`config.mk`:
```
export PLATFORM = sky130hd
export DESIGN_NAME = sd_mmc_cid_csd_decoder_unit
export DESIGN_NICKNAME = d
export VERILOG_FILES = /design/src/rtl/core/sdcid_pkg.sv /design/src/rtl/core/sdcid_decode.sv /design/src/rtl/core/sdcid_serial.sv /design/src/rtl/core/sd_mmc_cid_csd_decoder_unit.sv
export SDC_FILE = /design/constraint.sdc
export NUM_CORES = 1
export LEC_CHECK = 0
export BUFFER_PORTS_ARGS = -buffer_cell sky130_fd_sc_hd__buf_2
export CAP_MARGIN = 10
export CORE_AREA = 2 2 344 346
export CTS_CLUSTER_DIAMETER = 150
export CTS_CLUSTER_SIZE = 30
export DETAILED_ROUTE_END_ITERATION = 7
export DIE_AREA = 0 0 346 348
export GPL_ROUTABILITY_DRIVEN = 0
export PLACE_DENSITY_LB_ADDON = 0.05
export SYNTH_ARGS = -nofsm -noshare
export SYNTH_HDL_FRONTEND = slang
export SYNTH_HIERARCHICAL = 1
export SYNTH_SLANG_ARGS = --single-unit
export TNS_END_PERCENT = 30
```
`constraint.sdc`:
```
create_clock -name clk -period 8.1 [get_ports clk]
set_input_delay 1.215 -clock clk [delete_from_list [all_inputs] [get_ports clk]]
set_output_delay 1.215 -clock clk [all_outputs]
set_load 0.01 [all_outputs]
```
`src/rtl/core/sdcid_pkg.sv`:
```
package sdcid_pkg;

  // Card type codes
  localparam logic [2:0] MODE_MMC  = 3'd0;
  localparam logic [2:0] MODE_SDHC = 3'd3;

  // Status codes
  localparam logic [1:0] STS_OK       = 2'd0;
  localparam logic [1:0] STS_BAD_TYPE = 2'd1;
  localparam logic [1:0] STS_BAD_VSN  = 2'd2;
  localparam logic [1:0] STS_BAD_CSD  = 2'd3;

  // Result indexes, in emission order
  localparam logic [4:0] IDX_MID    = 5'd0;
  localparam logic [4:0] IDX_OEM    = 5'd1;
  localparam logic [4:0] IDX_PNM    = 5'd2;
  localparam logic [4:0] IDX_HRV    = 5'd3;
  localparam logic [4:0] IDX_FRV    = 5'd4;
  localparam logic [4:0] IDX_SERIAL = 5'd5;
  localparam logic [4:0] IDX_YEAR   = 5'd6;
  localparam logic [4:0] IDX_MONTH  = 5'd7;
  localparam logic [4:0] IDX_VSN    = 5'd8;
  localparam logic [4:0] IDX_CCC    = 5'd9;
  localparam logic [4:0] IDX_NSAC   = 5'd10;
  localparam logic [4:0] IDX_TAAC   = 5'd11;
  localparam logic [4:0] IDX_R2W    = 5'd12;
  localparam logic [4:0] IDX_RATE   = 5'd13;
  localparam logic [4:0] IDX_RD_BL  = 5'd14;
  localparam logic [4:0] IDX_WR_BL  = 5'd15;
  localparam logic [4:0] IDX_CAP    = 5'd16;
  localparam logic [4:0] IDX_FLAGS  = 5'd17;
  localparam logic [4:0] IDX_SECTOR = 5'd18;
  localparam logic [4:0] IDX_BYTES  = 5'd19;
  localparam logic [4:0] IDX_LAST   = IDX_BYTES;

  // Decoded register contents, each field at its natural width
  typedef struct packed {
    logic [1:0]  status;
    logic [7:0]  mid;
    logic [15:0] oem;
    logic [55:0] pnm;      // name bytes, first byte at the top
    logic [3:0]  hrv;
    logic [3:0]  frv;
    logic [31:0] serial;
    logic [11:0] year;
    logic [3:0]  month;
    logic [3:0]  vsn;
    logic [11:0] ccc;
    logic [14:0] nsac;
    logic [26:0] taac;
    logic [2:0]  r2w;
    logic [29:0] rate;
    logic [3:0]  rd_bl;
    logic [3:0]  wr_bl;
    logic [32:0] cap;
    logic [3:0]  flags;
    logic [15:0] sector;
    logic [41:0] bytes;
  } dec_t;

  // Transfer and access time mantissa, scaled by ten
  function automatic logic [6:0] mant_x10(input logic [3:0] m);
    logic [6:0] r;
    case (m)
      4'd0:    r = 7'd0;
      4'd1:    r = 7'd10;
      4'd2:    r = 7'd12;
      4'd3:    r = 7'd13;
      4'd4:    r = 7'd15;
      4'd5:    r = 7'd20;
      4'd6:    r = 7'd25;
      4'd7:    r = 7'd30;
      4'd8:    r = 7'd35;
      4'd9:    r = 7'd40;
      4'd10:   r = 7'd45;
      4'd11:   r = 7'd50;
      4'd12:   r = 7'd55;
      4'd13:   r = 7'd60;
      4'd14:   r = 7'd70;
      default: r = 7'd80;
    endcase
    return r;
  endfunction

  // Maximum transfer rate in bit/s; exponents above three read as zero
  function automatic logic [29:0] rate_of(input logic [2:0] e, input logic [3:0] m);
    logic [29:0] mx;
    logic [29:0] r;
    mx = {23'd0, mant_x10(m)};
    case (e)
      3'd0:    r = mx * 30'd10000;
      3'd1:    r = mx * 30'd100000;
      3'd2:    r = mx * 30'd1000000;
      3'd3:    r = mx * 30'd10000000;
      default: r = 30'd0;
    endcase
    return r;
  endfunction

  // Access time in ns, rounded up: unit exponent takes the ceiling of mant/10
  function automatic logic [26:0] taac_of(input logic [2:0] e, input logic [3:0] m);
    logic [26:0] mx;
    logic [26:0] r;
    mx = {20'd0, mant_x10(m)};
    case (e)
      3'd0: begin
        case (m)
          4'd0:                      r = 27'd0;
          4'd1:                      r = 27'd1;
          4'd2, 4'd3, 4'd4, 4'd5:    r = 27'd2;
          4'd6, 4'd7:                r = 27'd3;
          4'd8, 4'd9:                r = 27'd4;
          4'd10, 4'd11:              r = 27'd5;
          4'd12, 4'd13:              r = 27'd6;
          4'd14:                     r = 27'd7;
          default:                   r = 27'd8;
        endcase
      end
      3'd1:    r = mx;
      3'd2:    r = mx * 27'd10;
      3'd3:    r = mx * 27'd100;
      3'd4:    r = mx * 27'd1000;
      3'd5:    r = mx * 27'd10000;
      3'd6:    r = mx * 27'd100000;
      default: r = mx * 27'd1000000;
    endcase
    return r;
  endfunction

endpackage

```
`src/rtl/core/sdcid_decode.sv`:
```
module sdcid_decode
  import sdcid_pkg::*;
(
  input  logic [2:0]   mode,
  input  logic [127:0] cid,
  input  logic [127:0] csd,
  output dec_t         dec
);

  logic [3:0]  vsn;
  logic [1:0]  structure;
  logic        is_sd2;
  logic [12:0] c_size1;
  logic [22:0] c_size2;
  logic [2:0]  c_mult;
  logic [3:0]  rd_bl;

  assign vsn       = csd[125:122];
  assign structure = csd[127:126];
  assign is_sd2    = (mode != MODE_MMC) && (structure == 2'd1);
  assign c_size1   = {1'b0, csd[73:62]} + 13'd1;
  assign c_size2   = {1'b0, csd[69:48]} + 23'd1;
  assign c_mult    = csd[49:47];
  assign rd_bl     = csd[83:80];

  // Decode CID by card family, then CSD by structure
  always_comb begin
    dec        = '0;
    dec.status = STS_OK;
    dec.mid    = cid[127:120];
    dec.oem    = cid[119:104];
    dec.pnm    = cid[103:48];

    if (mode == MODE_MMC) begin
      dec.vsn   = vsn;
      dec.year  = {8'd0, cid[11:8]} + 12'd1997;
      dec.month = cid[15:12];
      if (vsn <= 4'd1) begin
        dec.hrv    = cid[47:44];
        dec.frv    = cid[43:40];
        dec.serial = {8'd0, cid[39:16]};
      end else begin
        dec.serial = cid[47:16];
        dec.pnm    = {cid[103:56], 8'd0};
      end
    end else begin
      dec.hrv    = cid[63:60];
      dec.frv    = cid[59:56];
      dec.serial = cid[55:24];
      dec.year   = {4'd0, cid[19:12]} + 12'd2000;
      dec.month  = cid[11:8];
      dec.pnm    = {cid[103:64], 16'd0};
    end

    dec.ccc  = csd[95:84];
    dec.rate = rate_of(csd[98:96], csd[102:99]);

    if (is_sd2) begin
      dec.r2w    = 3'd4;
      dec.rd_bl  = 4'd9;
      dec.wr_bl  = 4'd9;
      dec.cap    = {c_size2, 10'd0};
      dec.sector = 16'd512;
      dec.bytes  = {c_size2, 19'd0};
    end else begin
      dec.nsac   = {7'd0, csd[111:104]} * 15'd100;
      dec.taac   = taac_of(csd[114:112], csd[118:115]);
      dec.r2w    = csd[28:26];
      dec.rd_bl  = rd_bl;
      dec.wr_bl  = csd[25:22];
      dec.cap    = {20'd0, c_size1} << ({1'b0, c_mult} + 4'd2);
      dec.flags  = {csd[21], csd[78], csd[77], csd[79]};
      dec.sector = 16'd1 << rd_bl;
      dec.bytes  = {29'd0, c_size1} << ({2'd0, c_mult} + 5'd2 + {1'b0, rd_bl});
    end

    // Rejections, in priority order
    if (mode > MODE_SDHC) begin
      dec.status = STS_BAD_TYPE;
    end else if (mode == MODE_MMC && vsn > 4'd4) begin
      dec.status = STS_BAD_VSN;
    end else if (mode == MODE_MMC && structure != 2'd1 && structure != 2'd2) begin
      dec.status = STS_BAD_CSD;
    end else if (mode != MODE_MMC && structure > 2'd1) begin
      dec.status = STS_BAD_CSD;
    end
  end

endmodule

```
`src/rtl/core/sdcid_serial.sv`:
```
module sdcid_serial
  import sdcid_pkg::*;
(
  input  logic        clk,
  input  logic        rst,
  input  logic        load,
  input  dec_t        dec,
  output logic        free,
  output logic        m_axis_tvalid,
  input  logic        m_axis_tready,
  output logic [63:0] m_axis_tdata,
  output logic [6:0]  m_axis_tuser,
  output logic        m_axis_tlast
);

  dec_t       bank;
  logic       busy;
  logic [4:0] count;
  logic       last;
  logic       err;

  assign err  = (bank.status != STS_OK);
  assign last = err || (count == IDX_LAST);
  assign free = !busy || (m_axis_tready && last);

  // Hold the decoded set and step through it one transaction a cycle while m_axis_tready is high
  always_ff @(posedge clk) begin
    if (rst) begin
      busy  <= 1'b0;
      count <= IDX_MID;
    end else if (load) begin
      busy  <= 1'b1;
      count <= IDX_MID;
    end else if (busy && m_axis_tready) begin
      if (last) begin
        busy <= 1'b0;
      end else begin
        count <= count + 5'd1;
      end
    end
  end

  always_ff @(posedge clk) begin
    if (load) begin
      bank <= dec;
    end
  end

  // Select the field for the current index; a rejected set gives zero
  always_comb begin
    case (count)
      IDX_MID:    m_axis_tdata = 64'(bank.mid);
      IDX_OEM:    m_axis_tdata = 64'(bank.oem);
      IDX_PNM:    m_axis_tdata = {bank.pnm, 8'd0};
      IDX_HRV:    m_axis_tdata = 64'(bank.hrv);
      IDX_FRV:    m_axis_tdata = 64'(bank.frv);
      IDX_SERIAL: m_axis_tdata = 64'(bank.serial);
      IDX_YEAR:   m_axis_tdata = 64'(bank.year);
      IDX_MONTH:  m_axis_tdata = 64'(bank.month);
      IDX_VSN:    m_axis_tdata = 64'(bank.vsn);
      IDX_CCC:    m_axis_tdata = 64'(bank.ccc);
      IDX_NSAC:   m_axis_tdata = 64'(bank.nsac);
      IDX_TAAC:   m_axis_tdata = 64'(bank.taac);
      IDX_R2W:    m_axis_tdata = 64'(bank.r2w);
      IDX_RATE:   m_axis_tdata = 64'(bank.rate);
      IDX_RD_BL:  m_axis_tdata = 64'(bank.rd_bl);
      IDX_WR_BL:  m_axis_tdata = 64'(bank.wr_bl);
      IDX_CAP:    m_axis_tdata = 64'(bank.cap);
      IDX_FLAGS:  m_axis_tdata = 64'(bank.flags);
      IDX_SECTOR: m_axis_tdata = 64'(bank.sector);
      IDX_BYTES:  m_axis_tdata = 64'(bank.bytes);
      default:    m_axis_tdata = 64'd0;
    endcase
    if (err) begin
      m_axis_tdata = 64'd0;
    end
  end

  assign m_axis_tvalid = busy;
  assign m_axis_tuser  = {bank.status, count};
  assign m_axis_tlast  = last;

endmodule

```
`src/rtl/core/sd_mmc_cid_csd_decoder_unit.sv`:
```
// SD / MMC CID and CSD decoder.
// Slave side: one transaction carries a card type and the raw CID and CSD
// registers. Master side: each input yields twenty indexed results in fixed
// order (index in tuser), tlast on the final one; a rejected input yields a
// single result with index 0, value 0, the error code in tuser and tlast set.
// Path: the input is registered, then decoded combinationally and loaded
// into the result bank once the serialiser is free; m_axis_tvalid rises
// as the bank is loaded.
// Throughput: one result per cycle while the receiver is ready; the result
// serialiser is the limiting unit. The next input is taken into the input
// register while the current results are still being delivered, and moves
// into the bank as the last result leaves; a new input is accepted in that
// same cycle.
// Stalls: a low m_axis_tready holds the current result stable; once the input
// register is full and the bank cannot take it, s_axis_tready drops.
// Reset: rst (synchronous, active high) drops all pending work; both sides
// come up empty with s_axis_tready high.
module sd_mmc_cid_csd_decoder_unit
  import sdcid_pkg::*;
(
  input  logic         clk,
  input  logic         rst,
  input  logic         s_axis_tvalid,
  output logic         s_axis_tready,
  // mode[2:0], cid_high[66:3], cid_low[130:67], csd_high[194:131],
  // csd_low[258:195], zero pad[263:259]
  input  logic [263:0] s_axis_tdata,
  output logic         m_axis_tvalid,
  input  logic         m_axis_tready,
  // item_value[63:0]
  output logic [63:0]  m_axis_tdata,
  // item_index[4:0], status[6:5]
  output logic [6:0]   m_axis_tuser,
  output logic         m_axis_tlast
);

  logic         in_valid;
  logic [2:0]   in_mode;
  logic [127:0] in_cid;
  logic [127:0] in_csd;
  logic         free;
  logic         load;
  dec_t         dec;

  assign s_axis_tready = !in_valid || free;
  assign load          = in_valid && free;

  // Capture an input transaction; release it once the bank takes it
  always_ff @(posedge clk) begin
    if (rst) begin
      in_valid <= 1'b0;
    end else if (s_axis_tvalid && s_axis_tready) begin
      in_valid <= 1'b1;
    end else if (load) begin
      in_valid <= 1'b0;
    end
  end

  always_ff @(posedge clk) begin
    if (s_axis_tvalid && s_axis_tready) begin
      in_mode <= s_axis_tdata[2:0];
      in_cid  <= {s_axis_tdata[66:3], s_axis_tdata[130:67]};
      in_csd  <= {s_axis_tdata[194:131], s_axis_tdata[258:195]};
    end
  end

  sdcid_decode u_decode (
    .mode (in_mode),
    .cid  (in_cid),
    .csd  (in_csd),
    .dec  (dec)
  );

  sdcid_serial u_serial (
    .clk           (clk),
    .rst           (rst),
    .load          (load),
    .dec           (dec),
    .free          (free),
    .m_axis_tvalid (m_axis_tvalid),
    .m_axis_tready (m_axis_tready),
    .m_axis_tdata  (m_axis_tdata),
    .m_axis_tuser  (m_axis_tuser),
    .m_axis_tlast  (m_axis_tlast)
  );

endmodule
```
## After elaboration in Yosys (flattened, before gate mapping)

Memory sizes are Yosys's and may differ from the RTL's. A register that Yosys moved wholly into a read port is not among the register bits.
Index checks and enable logic that the tools add are counted.

- Add/sub/neg operators: 8
- Multiply operators: 11
- Magnitude comparators: 4
- Eq/ne operators: 31
- Shift-type cells: 3
- Mux-type cells: 21
- Bitwise operators: 1
- Reductions and logical operators: 27

Operator list:

| operator | count |
|---|---|
| case mux 64 bit (20 select lines) | 1 |
| case mux 27 bit (7 select lines) | 1 |
| case mux 30 bit (4 select lines) | 1 |
| two-way mux 64 bit | 1 |
| two-way mux 56 bit | 1 |
| multiplier 7 x 14 -> 21 bit, second input constant | 2 |
| two-way mux 42 bit | 1 |
| left shift 13 x 5 -> 42 bit | 1 |
| == test 5 x 4 -> 1 bit, second input constant | 8 |
| multiplier 7 x 12 -> 19 bit, second input constant | 2 |
| multiplier 7 x 10 -> 17 bit, second input constant | 2 |
| two-way mux 33 bit | 1 |
| left shift 13 x 4 -> 33 bit | 1 |
| two-way mux 32 bit | 1 |
| adder 22 x 1 -> 23 bit, second input constant | 1 |
| multiplier 7 x 17 -> 23 bit, second input constant | 1 |
| == test 5 x 3 -> 1 bit, second input constant | 4 |
| == test 5 bit, second input constant | 4 |
| left shift 1 x 4 -> 16 bit, first input constant | 1 |
| multiplier 7 x 7 -> 14 bit, second input constant | 1 |
| adder 12 x 1 -> 13 bit, second input constant | 1 |
| multiplier 8 x 5 -> 13 bit, second input constant | 1 |
| adder 4 x 11 -> 12 bit, second input constant | 1 |
| adder 8 x 11 -> 12 bit, second input constant | 1 |
| other kinds (32) | 66 |

- Bits in registers: 598
- Memory bits (read-only): 288
- Word-level logic and storage cells: 141
- Memories: 3

Memory list:

| name | depth | width | read ports | clocked after memory_dff | wr ports | line | text |
|---|---|---|---|---|---|---|---|
| (name not given) | 16 | 7 | 1 | 1 | 0 | sdcid_pkg.sv:64 | `case (m)` |
| (name not given) | 16 | 7 | 1 | 1 | 0 | sdcid_pkg.sv:64 |  |
| (name not given) | 16 | 4 | 1 | 1 | 0 | sdcid_pkg.sv:107 | `case (m)` |

## Longest topological paths before layout

Gate-level depths: netlist of the first run.

- Depth after elaboration: 7
- Depth in mapped cells: 23

## Cells and area by module

Netlist of the first run, hierarchy kept.

By module, submodules not included:

| module | instances | cells an instance | area each (um^2) |
|---|---|---|---|
| sdcid_decode | 1 | 2,240 | 16,459.5 |
| sdcid_serial | 1 | 714 | 12,743.5 |
| sd_mmc_cid_csd_decoder_unit | 1 | 265 | 7,840.0 |

## Worst setup path before layout of the first run

No wires, ideal clock.

- Kind: input -> register
- Start point: input port m_axis_tready
- End point: register u_serial/bank[0] (netlist bit) (enable)
- Library setup time: 558 ps
- Arrival time: 5,363 ps
- Slack: 2,179 ps
- Cell stages on the path: 3
- Cell sequence: nand2_1 -> nand2_1 -> and2_2

- Cells in the longest elaborated chain, start to end: 3

Ends and longest elaborated chain:

| item | line | text |
|---|---|---|
| start: declaration | sd_mmc_cid_csd_decoder_unit.sv:29 | `input logic m_axis_tready,` |
| logical AND 1 bit | sdcid_serial.sv:24 | `assign free = !busy \|\| (m_axis_tready && last);` |
| logical OR 1 bit | sdcid_serial.sv:24 |  |
| net free | sd_mmc_cid_csd_decoder_unit.sv:41 | `logic free;` |
| logical AND 1 bit | sd_mmc_cid_csd_decoder_unit.sv:46 | `assign load = in_valid && free;` |
| net load | sd_mmc_cid_csd_decoder_unit.sv:42 | `logic load;` |
| end signal: assignment | sdcid_serial.sv:45 | `bank <= dec;` |
| end: declaration | sdcid_serial.sv:16 | `dec_t bank;` |

The timed path passes the listed nets, and every way through them passes these cells.
A chain may end at the register's enable or synchronous reset.

==> results of run 1 <==
-- flip-flops by register name (all words and copies together), names as in the netlist --
signal and cells:
u_serial/bank 330, in_cid 120, in_csd 82, u_serial/count 5, in_mode 3, u_serial/m_axis_tuser 2
in_valid 1, u_serial/m_axis_tvalid 1
-- worst paths after layout --
kind | from | end | slack (ns)
max reg2reg | in_csd[116] | u_serial/bank[155] | 1.49
min | in_cid[102] | u_serial/bank[304] | 0.41
min reg2reg | in_cid[102] | u_serial/bank[304] | 0.41
max | in_csd[116] | u_serial/bank[155] | 1.49
-- power by group through the flow --
stage | Sequential, uW | Clock [uW] | Combinational (uW)
after global routing | 3480 | 1650 | 4140
after floorplan | 3450 | 0 | 2590
after detailed placement | 3530 | 0 | 3690
after global placement | 3530 | 0 | 3650
final | 3470 | 1500 | 3710
after CTS | 3470 | 1570 | 3730
-- area by class of cell --
type	count	area, sq um
flip-flops and latches	544	16300
fillers	11874	78400
clock inverters	5	88.8
well taps	1536	1920
inverters	251	942
multi-input cells	2160	17000
repair buffers	325	1770
diodes	5	12.5
clock buffers	34	617
-- routing by layer --
metal | global-route usage [%] | vias up
li1 | - | 11799
met3 | 2.07 | 97
met5 | 0 | -
met4 | 3.32 | 0
met1 | 28.3 | 12813
met2 | 34.1 | 793
-- per-stage QoR --
| step | setup WS [ns] | instance area [sq um] | hold slack, ns | cells | util (%) |
|---|---|---|---|---|---|
| 2_1_floorplan | 2.18 | 35400 | 0.477 | 3170 | - |
| 3_3_place_gp | 1.51 | 37900 | 0.400 | 4815 | 32.4 |
| 3_5_place_dp | 1.50 | 37900 | 0.405 | 4816 | 32.4 |
| 4_1_cts | 1.44 | 38600 | 0.413 | 4855 | 33.0 |
| 5_1_grt | 1.04 | 38600 | 0.427 | 4855 | 33.0 |
| 6_report | 1.49 | 38600 | 0.407 | 4860 | 33.0 |
-- worst max-delay path: stages (launching register included) --
cell	delay, ns
edfxtp_1	0.55
inv_1	0.17
ha_1	0.36
a21oi_1	0.16
nor2_1	0.06
a21oi_1	0.58
inv_1	0.39
ha_1	0.52
fa_1	0.55
inv_1	0.06
fa_1	0.51
inv_1	0.05
ha_1	0.19
ha_1	0.33
a21o_1	0.19
a21oi_1	0.22
o21a_1	0.20
o21ai_0	0.35
a311oi_1	0.47
xnor2_1	0.17
nand2_1	0.08
a221oi_1	0.29
==> results.sh, run 1 <==
export IMPL_outcome="finished clean"
export IMPL_grt_pass1_wl_mm=180
export IMPL_netlist_area_sq_mm=0.0354
export IMPL_die_h_um=348
export IMPL_via_per_inst=5.25
export IMPL_most_common_layout_cells="edfxtp_1 (537), ha_1 (376), buf_2 (283)"
export IMPL_fin_crit_sh_pct=81.6
export IMPL_clk_pin_slew_ns=0.12
export IMPL_postCtsSetupRepairBufs=0
export IMPL_holdPathStages=0
export IMPL_wl_met2_mm=59.3
export IMPL_leakagePower_uw=0.0158
export IMPL_clockPowerShare_pct=17.2
export IMPL_max_cap_violations=0
export IMPL_mostFrequentLayoutCell="edfxtp_1"
export IMPL_ff2ff_path_depth=21
export IMPL_h_tree_depth=1
export IMPL_dr_max_layer_used="met4"
export IMPL_clock_tree_root_cell="clkbuf_16"
export IMPL_p_sw_uw=3340
export IMPL_cp_start_kind="register"
export IMPL_grt_max_degree=138
export IMPL_cts_tree="yes"
export IMPL_hold_path_class="register to register"
export IMPL_area_growth_pct=9.05
export IMPL_clock_skew_ns=0.0699
export IMPL_fmax_ghz=0.151
export IMPL_drt_iter0_drc=2168
export IMPL_ant_nets=0
export IMPL_core_sq_mm=0.117
export IMPL_fin_crit_ns=6.61
export IMPL_cp_max_fo=10
export IMPL_dr_pass1_iters=5
export IMPL_avgSynthCellArea_sq_um=11.2
export IMPL_slew_viol_final=0
export IMPL_wirelength_met1_mm=57.1
export IMPL_io_buffers=282
export IMPL_start_util_pct=30.3
export IMPL_p_sw_share_pct=38.5
export IMPL_crit_arrival_ns=7.08
export IMPL_clock_path_buffers=3
export IMPL_power_total_uw=8680
export IMPL_ioPinCount=342
export IMPL_syn_inst=3165
export IMPL_wire_per_inst_um=25.7
export IMPL_critical_path_class="register to register"
export IMPL_power_frac_comb_pct=42.8
export IMPL_relSlewSlack_pct=14.3
export IMPL_track_usage_pct=20.2
export IMPL_hold_viol=0
export IMPL_cts_resized_gates=0
export IMPL_power_density_mw_per_mm2=225
export IMPL_num_vias=25502
export IMPL_end_kind="register"
export IMPL_wl_met3_mm=6.49
export IMPL_cp_required_ns=8.57
export IMPL_drc=0
export IMPL_design_final_nets=4029
export IMPL_grt_overflow_total=0
export IMPL_rsz0062_at_grt="false"
export IMPL_die_area_sq_mm=0.120
export IMPL_place_hpwl_mm=97.3
export IMPL_clock_sinks=544
export IMPL_vdd_drop_max_mv=0.153
export IMPL_numCtsBuffers=23
export IMPL_clock_latency_ns=0.66
export IMPL_p_seq_share_pct=39.9
export IMPL_yosys_warnings=6
export IMPL_wl_mm=125
export IMPL_layout_drive_gt1_share_pct=12.8
export IMPL_setup_viol=0
export IMPL_num_rows=126
export IMPL_die_w_um=346
export IMPL_cts_hold_buffers=0
export IMPL_grt_pass1_vias=25723
export IMPL_tightest_slew_ns=1.28
export IMPL_fin_setup_tns_ns=0
export IMPL_antenna_found_initial=3
export IMPL_p_int_uw=5340
Note: power is estimated with default switching activity, not from simulation.
==> run 2, diff against run 1 <==
==> constraint.sdc (replaced) <==
create_clock -name clk -period 6.45 [get_ports clk]
set_input_delay 0.9675 -clock clk [delete_from_list [all_inputs] [get_ports clk]]
set_output_delay 0.9675 -clock clk [all_outputs]
set_load 0.01 [all_outputs]
==> results.sh, run 2 (synthesis gave the netlist of run 1 again) <==
export IMPL_largest_reg_flops=330
export IMPL_p_seq_share_pct=39.6
export IMPL_r2r_setup_slack_ns=0.42
export IMPL_violations="design-rule violations"
export IMPL_clockPowerShare_pct=18.1
export IMPL_use_met2_pct=34.4
export IMPL_place_hpwl_mm=99.4
export IMPL_cts_hold_buffers=0
export IMPL_max_cap_violations=0
export IMPL_crit_arrival_ns=6.44
export IMPL_drc=2
export IMPL_grt_max_degree=104
export IMPL_antenna_found_initial=10
export IMPL_core_sq_mm=0.117
export IMPL_cp_required_ns=6.85
export IMPL_r2r_start="in_csd[115]"
export IMPL_end_kind="register"
export IMPL_ioPinCount=342
export IMPL_most_common_layout_cells="edfxtp_1 (537), ha_1 (376), buf_2 (282)"
export IMPL_critical_path_class="register to register"
export IMPL_crit_chain="inv_1 > ha_1 > inv_1 > o21ai_0 > mux2i_1 > xnor2_1 > ha_1 > fa_1 > inv_1 > fa_1 > fa_1 > inv_1 > ha_1 > inv_1 > o21ai_0 > a2111o_1 > a41oi_1 > xnor2_1 > a221oi_1 > nor2_1"
export IMPL_numCtsBuffers=24
export IMPL_clock_latency_ns=0.67
export IMPL_die_area_sq_mm=0.120
export IMPL_hold_path_class="register to register"
export IMPL_design_final_nets=4072
export IMPL_clock_path_buffers=3
export IMPL_fin_crit_sh_pct=93.5
export IMPL_postCtsSetupRepairBufs=0
export IMPL_drt_iter0_drc=2164
export IMPL_grt_busiest_layer="met2"
export IMPL_slew_viol_final=0
export IMPL_min_to="u_serial/bank[304]"
export IMPL_wl_mm=127
export IMPL_use_met1_pct=28.6
export IMPL_relSlewSlack_pct=8.96
export IMPL_fin_crit_ns=6.03
export IMPL_cp_max_fo=8
export IMPL_top_regs="u_serial/bank (330), in_cid (120), in_csd (82)"
export IMPL_setup_viol=0
export IMPL_clock_skew_ns=0.0625
export IMPL_cts_tree="yes"
export IMPL_ff2ff_path_depth=20
export IMPL_h_tree_depth=1
export IMPL_rsz0062_at_grt="false"
export IMPL_p_int_uw=6820
export IMPL_track_usage_pct=20.5
export IMPL_power_frac_comb_pct=42.3
export IMPL_hold_viol=0
export IMPL_leakagePower_uw=0.0161
export IMPL_min_from="in_cid[102]"
export IMPL_wire_per_inst_um=25.8
export IMPL_clock_tree_root_cell="clkbuf_16"
export IMPL_via_per_inst=5.26
export IMPL_ant_nets=0
export IMPL_slowest_delay_ns=0.53
export IMPL_path_delay_family="adder cells"
export IMPL_layout_setup_ws_ns=0.417
export IMPL_p_sw_uw=4160
export IMPL_die_h_um=348
export IMPL_clock_sinks=544
export IMPL_grt_pass1_wl_mm=182
export IMPL_fmax_ghz=0.166
export IMPL_worstReg2RegEnd="u_serial/bank[151]"
export IMPL_p_sw_share_pct=37.9
export IMPL_cp_num_buf_inv=5
export IMPL_largest_register="u_serial/bank"
export IMPL_path_common_cell="inv_1"
export IMPL_io_buffers=282
export IMPL_place_area_sq_mm=0.0382
export IMPL_place_ws_ns=0.431
export IMPL_grtUsageMet3_pct=2.31
export IMPL_dr_pass1_iters=8
export IMPL_power_density_mw_per_mm2=281
export IMPL_die_w_um=346
export IMPL_area_growth_pct=10.3
export IMPL_holdPathStages=0
export IMPL_num_rows=126
export IMPL_grt_pass1_vias=26202
export IMPL_cp_start_kind="register"
export IMPL_final_cell_area_sq_mm=0.0391
export IMPL_slowest_stage="edfxtp_1"
export IMPL_clk_pin_slew_ns=0.12
export IMPL_cts_resized_gates=0
export IMPL_layout_drive_gt1_share_pct=14.0
export IMPL_fin_setup_tns_ns=0
export IMPL_outcome="finished with violations"
export IMPL_vdd_drop_max_mv=0.245
export IMPL_grt_overflow_total=0
export IMPL_num_vias=25819
export IMPL_start_util_pct=30.3
export IMPL_mostFrequentLayoutCell="edfxtp_1"
export IMPL_tightest_slew_ns=1.36
[run 2: power by group through the flow]
stage | registers, uW | clock network (uW) | logic (uW)
CTS | 4350 | 2080 | 4660
detailed placement | 4430 | 0 | 4620
finish | 4350 | 1990 | 4650
global route | 4370 | 2190 | 5190
floorplan | 4340 | 0 | 3260
global placement | 4430 | 0 | 4570
[run 2: per-stage QoR]
step | total power, uW | hold slack (ns) | util, % | instances
after global routing | 11700 | 0.422 | 33.4 | 4900
after floorplan | 7590 | 0.477 | - | 3170
final | 11000 | 0.402 | 33.4 | 4904
after CTS | 11100 | 0.411 | 33.4 | 4899
after global placement | 9000 | 0.400 | 32.7 | 4857
after detailed placement | 9040 | 0.405 | 32.7 | 4857
[run 2: layout make-up]
type	count	area [sq um]
clock buffer	34	638
clock inverter	8	150
inverter	251	942
timing repair buffer	367	2110
antenna	4	10.0
fill	11936	77900
multi-input combinational	2160	17000
sequential	544	16300
tap	1536	1920
[run 2: per-layer routing]
| metal | wire (um) | share of wire, % |
|---|---|---|
| met5 | 38 | 0.030 |
| met3 | 7090 | 5.6 |
| met2 | 59800 | 47 |
| met4 | 2430 | 1.9 |
| met1 | 57200 | 45 |
[run 2: worst max-delay path by stage]
stage	endpoint	from	cells after the start	slack [ns]
final	u_serial/bank[151]	in_csd[115]	20	0.42
after floorplan	u_serial/bank[151]	in_csd[116]	22	0.61
after global placement	u_serial/bank[151]	in_csd[115]	20	0.52
after detailed placement	u_serial/bank[151]	in_csd[115]	20	0.43
after CTS	u_serial/bank[151]	in_csd[115]	20	0.40
after global routing	u_serial/bank[156]	in_csd[115]	20	0.15
